**src/hw/rtl/bfd_pkg.sv**
```systemverilog
// ----------------------------------------------------------------------------
// bfd_pkg
// Shared types and constants for the block frame deframer.
// ----------------------------------------------------------------------------
package bfd_pkg;

  localparam int unsigned CfgAddrW = 5;
  localparam int unsigned CfgDataW = 32;

  localparam logic [7:0]  StartMarkerRst = 8'hC6;
  localparam logic [7:0]  EndMarkerRst   = 8'h6C;
  localparam logic [7:0]  CommandCodeRst = 8'h87;
  localparam logic [7:0]  DataCodeRst    = 8'hE1;
  localparam logic [15:0] MaxLengthRst   = 16'd2048;

  typedef enum logic [2:0] {
    REG_START_MARKER = 3'd0,
    REG_END_MARKER   = 3'd1,
    REG_COMMAND_CODE = 3'd2,
    REG_DATA_CODE    = 3'd3,
    REG_MAX_LENGTH   = 3'd4
  } reg_idx_t;

  typedef enum logic [1:0] {
    KIND_BYTE = 2'd0,
    KIND_DONE = 2'd1,
    KIND_ERR  = 2'd2
  } result_kind_t;

  typedef enum logic [2:0] {
    ERR_NONE    = 3'd0,
    ERR_START   = 3'd1,
    ERR_TYPE    = 3'd2,
    ERR_LONG    = 3'd3,
    ERR_TRAILER = 3'd4,
    ERR_LINK    = 3'd5
  } error_code_t;

  typedef struct packed {
    logic [7:0]  start_marker;
    logic [7:0]  end_marker;
    logic [7:0]  command_code;
    logic [7:0]  data_code;
    logic [15:0] max_length;
  } cfg_t;

  typedef struct packed {
    result_kind_t kind;
    logic [7:0]   payload_byte;
    logic         is_command;
    logic [15:0]  frame_length;
    error_code_t  error_code;
    logic         last;
  } result_t;

endpackage

```
**src/hw/rtl/bfd_channel_if.sv**
```systemverilog
// ----------------------------------------------------------------------------
// bfd channel interfaces
// Valid/ready channels for received link bytes and parser results.
// ----------------------------------------------------------------------------
interface bfd_in_if;
  logic       valid;
  logic       ready;
  logic [7:0] rx_byte;
  logic       link_error;

  modport source (output valid, output rx_byte, output link_error, input ready);
  modport sink   (input valid, input rx_byte, input link_error, output ready);
endinterface

interface bfd_out_if;
  logic        valid;
  logic        ready;
  logic [1:0]  result_kind;
  logic [7:0]  payload_byte;
  logic        is_command;
  logic [15:0] frame_length;
  logic [2:0]  error_code;
  logic        last;

  modport source (output valid, output result_kind, output payload_byte,
                  output is_command, output frame_length, output error_code,
                  output last, input ready);
  modport sink   (input valid, input result_kind, input payload_byte,
                  input is_command, input frame_length, input error_code,
                  input last, output ready);
endinterface

```
**src/hw/rtl/block_frame_deframer_top.sv**
```systemverilog
// ----------------------------------------------------------------------------
// block_frame_deframer_top
// Parses start/type/length/payload/end blocks from a received byte stream.
//
// in_ch carries one link byte per transaction plus a link_error flag. out_ch
// carries results: a payload byte (kind 0), block complete (kind 1) or block
// error (kind 2, with an error code). Good header bytes give no result.
// Markers, type codes and the length limit sit in an APB register file
// (byte addresses 0x0..0x10); write them only while idle.
//
// Throughput is one byte per cycle unless the receiver stalls with the
// result register full. A byte is held in the input register, then parsed
// and its result written to the result register, which drives out_ch.
// When the receiver stalls, the result register holds and the input register
// fills; in_ch.ready drops only when both are full, and then rises again in
// the cycle the receiver takes the waiting result.
// Reset (rst_n low, synchronous) empties both registers, returns the parser
// to waiting for a start byte and loads the register defaults.
// ----------------------------------------------------------------------------
module block_frame_deframer_top (
  input  logic                          clk,
  input  logic                          rst_n,
  bfd_in_if.sink                        in_ch,
  bfd_out_if.source                     out_ch,
  input  logic                          psel,
  input  logic                          penable,
  input  logic                          pwrite,
  input  logic [bfd_pkg::CfgAddrW-1:0]  paddr,
  input  logic [bfd_pkg::CfgDataW-1:0]  pwdata,
  output logic [bfd_pkg::CfgDataW-1:0]  prdata,
  output logic                          pready
);

  bfd_pkg::cfg_t    cfg;
  bfd_pkg::result_t res;
  bfd_pkg::result_t out_res;
  logic             res_valid;
  logic             res_ready;

  bfd_cfg_regs u_cfg (
    .clk     (clk),
    .rst_n   (rst_n),
    .psel    (psel),
    .penable (penable),
    .pwrite  (pwrite),
    .paddr   (paddr),
    .pwdata  (pwdata),
    .prdata  (prdata),
    .pready  (pready),
    .cfg     (cfg)
  );

  bfd_parser u_parser (
    .clk           (clk),
    .rst_n         (rst_n),
    .cfg           (cfg),
    .in_valid      (in_ch.valid),
    .in_ready      (in_ch.ready),
    .in_rx_byte    (in_ch.rx_byte),
    .in_link_error (in_ch.link_error),
    .res_valid     (res_valid),
    .res_ready     (res_ready),
    .res           (res)
  );

  bfd_out_stage u_out (
    .clk       (clk),
    .rst_n     (rst_n),
    .res_valid (res_valid),
    .res_ready (res_ready),
    .res       (res),
    .out_valid (out_ch.valid),
    .out_ready (out_ch.ready),
    .out_res   (out_res)
  );

  assign out_ch.result_kind  = out_res.kind;
  assign out_ch.payload_byte = out_res.payload_byte;
  assign out_ch.is_command   = out_res.is_command;
  assign out_ch.frame_length = out_res.frame_length;
  assign out_ch.error_code   = out_res.error_code;
  assign out_ch.last         = out_res.last;

endmodule

```
**src/hw/rtl/bfd_cfg_regs.sv**
```systemverilog
// ----------------------------------------------------------------------------
// bfd_cfg_regs
// APB register file holding markers, type codes and the length limit.
// ----------------------------------------------------------------------------
module bfd_cfg_regs (
  input  logic                          clk,
  input  logic                          rst_n,
  input  logic                          psel,
  input  logic                          penable,
  input  logic                          pwrite,
  input  logic [bfd_pkg::CfgAddrW-1:0]  paddr,
  input  logic [bfd_pkg::CfgDataW-1:0]  pwdata,
  output logic [bfd_pkg::CfgDataW-1:0]  prdata,
  output logic                          pready,
  output bfd_pkg::cfg_t                 cfg
);

  bfd_pkg::cfg_t cfg_r;
  logic          wr_en;
  logic [2:0]    reg_sel;

  assign pready  = 1'b1;
  assign wr_en   = psel && penable && pwrite;
  assign reg_sel = paddr[4:2];
  assign cfg     = cfg_r;

  always_ff @(posedge clk) begin
    if (!rst_n) begin
      cfg_r.start_marker <= bfd_pkg::StartMarkerRst;
      cfg_r.end_marker   <= bfd_pkg::EndMarkerRst;
      cfg_r.command_code <= bfd_pkg::CommandCodeRst;
      cfg_r.data_code    <= bfd_pkg::DataCodeRst;
      cfg_r.max_length   <= bfd_pkg::MaxLengthRst;
    end else if (wr_en) begin
      case (reg_sel)
        bfd_pkg::REG_START_MARKER: cfg_r.start_marker <= pwdata[7:0];
        bfd_pkg::REG_END_MARKER:   cfg_r.end_marker   <= pwdata[7:0];
        bfd_pkg::REG_COMMAND_CODE: cfg_r.command_code <= pwdata[7:0];
        bfd_pkg::REG_DATA_CODE:    cfg_r.data_code    <= pwdata[7:0];
        bfd_pkg::REG_MAX_LENGTH:   cfg_r.max_length   <= pwdata[15:0];
        default: ;
      endcase
    end
  end

  always_comb begin
    case (reg_sel)
      bfd_pkg::REG_START_MARKER: prdata = {24'd0, cfg_r.start_marker};
      bfd_pkg::REG_END_MARKER:   prdata = {24'd0, cfg_r.end_marker};
      bfd_pkg::REG_COMMAND_CODE: prdata = {24'd0, cfg_r.command_code};
      bfd_pkg::REG_DATA_CODE:    prdata = {24'd0, cfg_r.data_code};
      bfd_pkg::REG_MAX_LENGTH:   prdata = {16'd0, cfg_r.max_length};
      default:                   prdata = '0;
    endcase
  end

endmodule

```
**src/hw/rtl/bfd_parser.sv**
```systemverilog
// ----------------------------------------------------------------------------
// bfd_parser
// Input register and block parser; one byte per cycle unless results stall.
// ----------------------------------------------------------------------------
module bfd_parser (
  input  logic             clk,
  input  logic             rst_n,
  input  bfd_pkg::cfg_t    cfg,
  input  logic             in_valid,
  output logic             in_ready,
  input  logic [7:0]       in_rx_byte,
  input  logic             in_link_error,
  output logic             res_valid,
  input  logic             res_ready,
  output bfd_pkg::result_t res
);

  typedef enum logic [2:0] {
    PH_IDLE = 3'd0,
    PH_TYPE = 3'd1,
    PH_LENH = 3'd2,
    PH_LENL = 3'd3,
    PH_DATA = 3'd4,
    PH_TAIL = 3'd5
  } phase_t;

  logic        in_vld_r;
  logic [7:0]  rx_byte_r;
  logic        link_err_r;
  logic        advance;

  phase_t      phase_r, phase_nxt;
  logic        is_cmd_r, is_cmd_nxt;
  logic [15:0] len_r, len_nxt;
  logic [15:0] left_r, left_nxt;
  logic [15:0] len_full;
  logic [15:0] left_dec;
  logic        emit;
  bfd_pkg::result_t res_nxt;

  assign advance  = in_vld_r && res_ready;
  assign in_ready = !in_vld_r || advance;
  assign len_full = {len_r[15:8], rx_byte_r};
  assign left_dec = left_r - 16'd1;

  always_comb begin
    phase_nxt = phase_r;
    is_cmd_nxt = is_cmd_r;
    len_nxt = len_r;
    left_nxt = left_r;
    emit = 1'b0;
    res_nxt = '0;
    res_nxt.kind = bfd_pkg::KIND_ERR;
    res_nxt.error_code = bfd_pkg::ERR_NONE;
    res_nxt.is_command = is_cmd_r;
    res_nxt.frame_length = len_r;
    res_nxt.last = 1'b1;

    if (link_err_r) begin
      emit = 1'b1;
      res_nxt.error_code = bfd_pkg::ERR_LINK;
      phase_nxt = PH_IDLE;
      is_cmd_nxt = 1'b0;
      len_nxt = '0;
      left_nxt = '0;
    end else begin
      case (phase_r)
        PH_TYPE: begin
          if (rx_byte_r == cfg.command_code) begin
            is_cmd_nxt = 1'b1;
            phase_nxt = PH_LENH;
          end else if (rx_byte_r == cfg.data_code) begin
            is_cmd_nxt = 1'b0;
            phase_nxt = PH_LENH;
          end else begin
            emit = 1'b1;
            res_nxt.error_code = bfd_pkg::ERR_TYPE;
            res_nxt.is_command = 1'b0;
            phase_nxt = PH_IDLE;
            is_cmd_nxt = 1'b0;
            len_nxt = '0;
            left_nxt = '0;
          end
        end
        PH_LENH: begin
          len_nxt = {rx_byte_r, 8'd0};
          phase_nxt = PH_LENL;
        end
        PH_LENL: begin
          if (len_full > cfg.max_length) begin
            emit = 1'b1;
            res_nxt.error_code = bfd_pkg::ERR_LONG;
            res_nxt.frame_length = len_full;
            phase_nxt = PH_IDLE;
            is_cmd_nxt = 1'b0;
            len_nxt = '0;
            left_nxt = '0;
          end else begin
            len_nxt = len_full;
            left_nxt = len_full;
            phase_nxt = (len_full == 16'd0) ? PH_TAIL : PH_DATA;
          end
        end
        PH_DATA: begin
          emit = 1'b1;
          res_nxt.kind = bfd_pkg::KIND_BYTE;
          res_nxt.payload_byte = rx_byte_r;
          res_nxt.last = 1'b0;
          left_nxt = left_dec;
          if (left_dec == 16'd0) begin
            phase_nxt = PH_TAIL;
          end
        end
        PH_TAIL: begin
          emit = 1'b1;
          if (rx_byte_r == cfg.end_marker) begin
            res_nxt.kind = bfd_pkg::KIND_DONE;
          end else begin
            res_nxt.error_code = bfd_pkg::ERR_TRAILER;
          end
          phase_nxt = PH_IDLE;
          is_cmd_nxt = 1'b0;
          len_nxt = '0;
          left_nxt = '0;
        end
        default: begin
          is_cmd_nxt = 1'b0;
          len_nxt = '0;
          left_nxt = '0;
          if (rx_byte_r != cfg.start_marker) begin
            emit = 1'b1;
            res_nxt.error_code = bfd_pkg::ERR_START;
            res_nxt.is_command = 1'b0;
            res_nxt.frame_length = '0;
            phase_nxt = PH_IDLE;
          end else begin
            phase_nxt = PH_TYPE;
          end
        end
      endcase
    end
  end

  assign res_valid = advance && emit;
  assign res       = res_nxt;

  always_ff @(posedge clk) begin
    if (!rst_n) begin
      in_vld_r <= 1'b0;
      phase_r  <= PH_IDLE;
      is_cmd_r <= 1'b0;
      len_r    <= '0;
      left_r   <= '0;
    end else begin
      if (in_ready) begin
        in_vld_r <= in_valid;
      end
      if (advance) begin
        phase_r  <= phase_nxt;
        is_cmd_r <= is_cmd_nxt;
        len_r    <= len_nxt;
        left_r   <= left_nxt;
      end
    end
  end

  always_ff @(posedge clk) begin
    if (in_ready && in_valid) begin
      rx_byte_r  <= in_rx_byte;
      link_err_r <= in_link_error;
    end
  end

  a_reset_idle: assert property (@(posedge clk) !rst_n |=> phase_r == PH_IDLE)
    else $error("parser not idle after reset");

  a_data_count: assert property (@(posedge clk) disable iff (!rst_n)
    phase_r == PH_DATA |-> (left_r != 16'd0) && (left_r <= len_r))
    else $error("payload count out of range");

  a_idle_clear: assert property (@(posedge clk) disable iff (!rst_n)
    (phase_r == PH_IDLE || phase_r == PH_TYPE) |-> (len_r == 16'd0) && (left_r == 16'd0))
    else $error("block state not cleared between blocks");

  a_hold_input: assert property (@(posedge clk) disable iff (!rst_n)
    in_vld_r && !advance |=> in_vld_r && $stable(rx_byte_r) && $stable(link_err_r))
    else $error("stalled input register changed");

endmodule

```
**src/hw/rtl/bfd_out_stage.sv**
```systemverilog
// ----------------------------------------------------------------------------
// bfd_out_stage
// Result register that decouples the parser from the result receiver.
// ----------------------------------------------------------------------------
module bfd_out_stage (
  input  logic             clk,
  input  logic             rst_n,
  input  logic             res_valid,
  output logic             res_ready,
  input  bfd_pkg::result_t res,
  output logic             out_valid,
  input  logic             out_ready,
  output bfd_pkg::result_t out_res
);

  logic             vld_r;
  bfd_pkg::result_t res_r;

  assign res_ready = !vld_r || out_ready;
  assign out_valid = vld_r;
  assign out_res   = res_r;

  always_ff @(posedge clk) begin
    if (!rst_n) begin
      vld_r <= 1'b0;
    end else if (res_ready) begin
      vld_r <= res_valid;
    end
  end

  always_ff @(posedge clk) begin
    if (res_ready && res_valid) begin
      res_r <= res;
    end
  end

endmodule
```
**src/flat_wrapper.sv**
```systemverilog
// flat-port wrapper written by rule: the top's interface ports become plain ports
module block_frame_deframer_top_flat 
  (clk, rst_n, psel, penable, pwrite, paddr, pwdata, prdata, pready, in_ch_valid, in_ch_rx_byte, in_ch_link_error, in_ch_ready, out_ch_valid, out_ch_result_kind, out_ch_payload_byte, out_ch_is_command, out_ch_frame_length, out_ch_error_code, out_ch_last, out_ch_ready);
  bfd_in_if in_ch_i ();
  bfd_out_if out_ch_i ();
  input  logic clk;
  input  logic rst_n;
  input  logic psel;
  input  logic penable;
  input  logic pwrite;
  input  logic [bfd_pkg::CfgAddrW-1:0] paddr;
  input  logic [bfd_pkg::CfgDataW-1:0] pwdata;
  output logic [bfd_pkg::CfgDataW-1:0] prdata;
  output logic pready;
  input wire logic [$bits(in_ch_i.valid)-1:0] in_ch_valid;
  input wire logic [$bits(in_ch_i.rx_byte)-1:0] in_ch_rx_byte;
  input wire logic [$bits(in_ch_i.link_error)-1:0] in_ch_link_error;
  output wire logic [$bits(in_ch_i.ready)-1:0] in_ch_ready;
  output wire logic [$bits(out_ch_i.valid)-1:0] out_ch_valid;
  output wire logic [$bits(out_ch_i.result_kind)-1:0] out_ch_result_kind;
  output wire logic [$bits(out_ch_i.payload_byte)-1:0] out_ch_payload_byte;
  output wire logic [$bits(out_ch_i.is_command)-1:0] out_ch_is_command;
  output wire logic [$bits(out_ch_i.frame_length)-1:0] out_ch_frame_length;
  output wire logic [$bits(out_ch_i.error_code)-1:0] out_ch_error_code;
  output wire logic [$bits(out_ch_i.last)-1:0] out_ch_last;
  input wire logic [$bits(out_ch_i.ready)-1:0] out_ch_ready;
  assign in_ch_i.valid = in_ch_valid;
  assign in_ch_i.rx_byte = in_ch_rx_byte;
  assign in_ch_i.link_error = in_ch_link_error;
  assign in_ch_ready = in_ch_i.ready;
  assign out_ch_valid = out_ch_i.valid;
  assign out_ch_result_kind = out_ch_i.result_kind;
  assign out_ch_payload_byte = out_ch_i.payload_byte;
  assign out_ch_is_command = out_ch_i.is_command;
  assign out_ch_frame_length = out_ch_i.frame_length;
  assign out_ch_error_code = out_ch_i.error_code;
  assign out_ch_last = out_ch_i.last;
  assign out_ch_i.ready = out_ch_ready;
  block_frame_deframer_top u_core (.clk(clk), .rst_n(rst_n), .in_ch(in_ch_i), .out_ch(out_ch_i), .psel(psel), .penable(penable), .pwrite(pwrite), .paddr(paddr), .pwdata(pwdata), .prdata(prdata), .pready(pready));
endmodule
```
**config.mk**
```make
export PLATFORM = sky130hd
export DESIGN_NAME = block_frame_deframer_top_flat
export DESIGN_NICKNAME = d
export VERILOG_FILES = /design/src/hw/rtl/bfd_pkg.sv /design/src/hw/rtl/bfd_channel_if.sv /design/src/hw/rtl/block_frame_deframer_top.sv /design/src/hw/rtl/bfd_cfg_regs.sv /design/src/hw/rtl/bfd_parser.sv /design/src/hw/rtl/bfd_out_stage.sv /design/src/flat_wrapper.sv
export SDC_FILE = /design/constraint.sdc
export NUM_CORES = 1
export LEC_CHECK = 0
export BUFFER_PORTS_ARGS = -buffer_cell sky130_fd_sc_hd__buf_2
export CORE_UTILIZATION = 50
export CTS_CLUSTER_SIZE = 30
export DETAILED_ROUTE_END_ITERATION = 8
export HOLD_SLACK_MARGIN = 0.02
export PLACE_DENSITY = 0.73
export RECOVER_POWER = 25
export SLEW_MARGIN = 15
export SYNTH_ARGS = -nofsm -noshare
export SYNTH_HDL_FRONTEND = slang
export SYNTH_SLANG_ARGS = --single-unit
```
**constraint.sdc**
```tcl
create_clock -name clk -period 7.6 [get_ports clk]
set_input_delay 0.38 -clock clk [delete_from_list [all_inputs] [get_ports clk]]
set_output_delay 0.38 -clock clk [all_outputs]
set_load 0.02 [all_outputs]
```
==> impl_metrics.ini <==
[final_layout]
drive_above_1_share_pct = 12.1
fin_area_um2 = 7510
synthToLayoutAreaGrowth_pct = 13.5
final_nets = 831
antenna_cells = 0

[floorplan]
fp-row-count = 41
io_pins = 119
dieArea_um2 = 13700
core_area_um2 = 12800
start_util_pct = 51.8
die_h_um = 117
die_w_um = 117

[clocking]
clock_latency_ns = 0.42
clock_tree.root_cell = clkbuf_16
hold_buffers = 0
tritoncts = done
ctsResizeCount = 0
post_cts_buffers = 0
cts_buffers = 17
cts_htree_levels = 4
cts.clk_slew.worst_paths_ns = 0.06
clock-sinks = 126
clk_path_buf_depth = 2

[run]
drv_cap = 1

[detailed_routing]
final_antenna_net_count = 0
drt_iter0_drc = 421
first_pass_iters = 6
vias_per_cell = 5.71
wl_per_cell_um = 17.4
drc = 0
vias = 5384
drt-total-wl_mm = 16.4

[timing]
drv_slew = 59
hold_viol_final = 0
fin_crit_ns = 3.66
rsz0062_at_grt = no
max_freq_mhz = 274
fin_ws_ns = 3.94
setup_tns_ns = 0
holdWs_ns = 0.133
tightest_slew_ns = 2.38
min_period_over_period_pct = 48.1
max-slew-margin-rel_pct = -58.9
fin_skew_ns = 0.0103
setup_viol = 0

[setup_path]
path_buf_inv = 1
crit_family = simple AND/OR/NAND/NOR gates
cpPeakStageDelay_ns = 1.66
arrival_ns = 4.02
cp_slowest_cell = clkbuf_1
reg2reg_to = u_core.u_parser.len_r[12]
critPathLaunch = rst_n
crit_chain = clkbuf_1, nand2b_1, nor3_1, nand3_1, nor4_1, a221o_1
endpoint_kind = register
r2r_start = u_core.u_parser.rx_byte_r[7]
rrSetupSlack_ns = 4.04
reg2reg_depth = 8
cp_data_required_time_ns = 7.97
cp-start-kind = input pin
path_class = in2reg
worstPathMaxFanout = 58

[synthesis]
ys_top_cells_by_area = dfxtp_1 (26%), edfxtp_1 (18%), mux2i_1 (6.7%)
synth_top_family_by_area = simple AND/OR/NAND/NOR gates
synth_top_cell_by_area = dfxtp_1
synth_edf_count = 40
synth_area_per_cell_um2 = 9.47
synthSimpleGateAreaFrac_pct = 19.5
synthMuxAreaShare_pct = 6.66
synthCells = 698
syn-cell-area_um2 = 6610
yosys_most_used_dff = dfxtp_1
synthAdderAreaFrac_pct = 3.78
async_reset_ff_share_pct = 0
yosys_warnings = 0
synth_cell_types = 59
ys_ff_latch = 126
synth-compound-area-share_pct = 14.5
synthXorXnorAreaFrac_pct = 5.03
ys_seq_area_share_pct = 44.2
synth_top_area_share_pct = 26.0

[place]
port_buffers = 83
dpl_cell_area_um2 = 7000
hpwl_mm = 11.5
dpl_worst_slack_ns = 4.08
gp_congestion = 0.903

[power_and_ir_drop]
vdd_drop_max_mv = 0.137
power_density_nw_per_um2 = 210
leakagePower_nw = 2.96

[grt]
grt_pass1_vias = 5143
antenna_found_initial = 0
grt_use_total_pct = 25.2
grt_pass1_wl_mm = 25.8
grt_max_degree = 59
grt_overflow = 0

[run_status]
status = finished with violations
violations = capacitance limit, slew limit

[worst_hold_path]
holdCritPathClass = in2reg
min_path_cells = 1
hold_path_end = u_core.u_parser.rx_byte_r[6]
hold_start = in_ch_rx_byte[6]
==> power by group <==
group	internal (W)	total, W	switching (W)	leakage (nW)
Combinational	0.0000349	0.000101	0.0000665	1.61
Clock	0.000475	0.000754	0.000279	0.268
Sequential	0.000705	0.000723	0.0000184	1.08
Total	0.00121	0.00158	0.000364	2.96
==> stage by stage <==
step	cells	total power, W	utilization [%]
floorplan	713	0.000806	-
global placement	911	0.000835	54.8
detailed placement	911	0.000838	54.8
CTS	943	0.00159	59.1
global route	943	0.00162	58.8
finish	943	0.00158	58.8
==> flip-flops by register name, indices dropped and copies added (netlist names) <==
register,cells
u_core.u_cfg.cfg,48
u_core.u_parser.rx_byte_r,8
u_core.u_parser.len_r,16
u_core.u_parser.phase_r,3
u_core.u_out.out_res,31
u_core.u_parser.is_cmd_r,1
u_core.u_parser.link_err_r,1
u_core.u_out.out_valid,1
u_core.u_parser.left_r,16
u_core.u_parser.in_vld_r,1
==> cell families after synthesis <==
logic type,Yosys count
AND/OR/NAND/NOR,256
buffers and inverters,84
AO/OA/AOI/OAI,128
XOR/XNOR,38
multiplexers,44
adder cells (fa/ha/maj),20
other,2
flip-flops,126
==> worst reg2reg max path: stages (launching register included) <==
cell and delay, ns:
edfxtp_1 0.74, ha_1 0.35, and3_1 0.20, a221oi_1 0.30
nor3_1 0.10, o31ai_2 0.62, nor3b_2 0.63, or2_1 0.37
a22o_1 0.19
==> per-layer routing <==
layer,track usage (%),wire length (µm),share of wire [%]
met2,41.6,7800,48
met1,31.6,7140,44
met5,0,0,0
met3,4.94,947,5.8
met4,12.6,476,2.9
==> Yosys cell counts (all sizes together), types with 2 or more instances <==
master,n
clkbuf,26
and4,3
a21oi,19
dfxtp,86
a22o,24
nor3,15
o22ai,10
edfxtp,40
xor2,11
a21boi,20
inv,26
nand3b,2
and2,20
nor3b,3
a221o,17
or2,3
o211ai,2
and3,6
mux2i,44
nor4,15
buf,32
nand2,90
nor2b,26
o21ai,19
xnor2,27
a22oi,4
nand2b,3
o31ai,2
nand3,13
nand4,8
a21o,3
ha,20
nor2,42
or4,5
conb,2
==> worst max path at each step <==
stage | cells past startpoint | slack (ns) | end
after CTS | 8 | 4.07 | u_core.u_parser.len_r[12]
after floorplan | 9 | 4.24 | u_core.u_out.out_res[0]
final | 6 | 3.94 | u_core.u_parser.left_r[7]
after global routing | 6 | 3.55 | u_core.u_parser.left_r[9]
after detailed placement | 8 | 4.08 | u_core.u_parser.len_r[12]
after global placement | 8 | 4.15 | u_core.u_parser.len_r[12]
==> final cells by class <==
class | instances | area (µm²)
Fill cell | 1127 | 5270
Multi-Input combinational cell | 503 | 3350
Sequential cell | 126 | 2920
Clock buffer | 22 | 444
Timing Repair Buffer | 84 | 382
Tap cell | 172 | 215
Inverter | 26 | 97.6
Clock inverter | 10 | 96.3
==> cells in the final DEF, fill, tap and decap left out, types with 20 or more instances in the layout <==
master / n
xnor2_1: 27
nor2_1: 40
inv_1: 22
nor2b_1: 26
nand2_1: 89
dfxtp_1: 86
ha_1: 20
mux2i_1: 44
a22o_1: 24
buf_2: 50
edfxtp_1: 40
clkbuf_1: 38
Power figures use the tool's default switching activity.
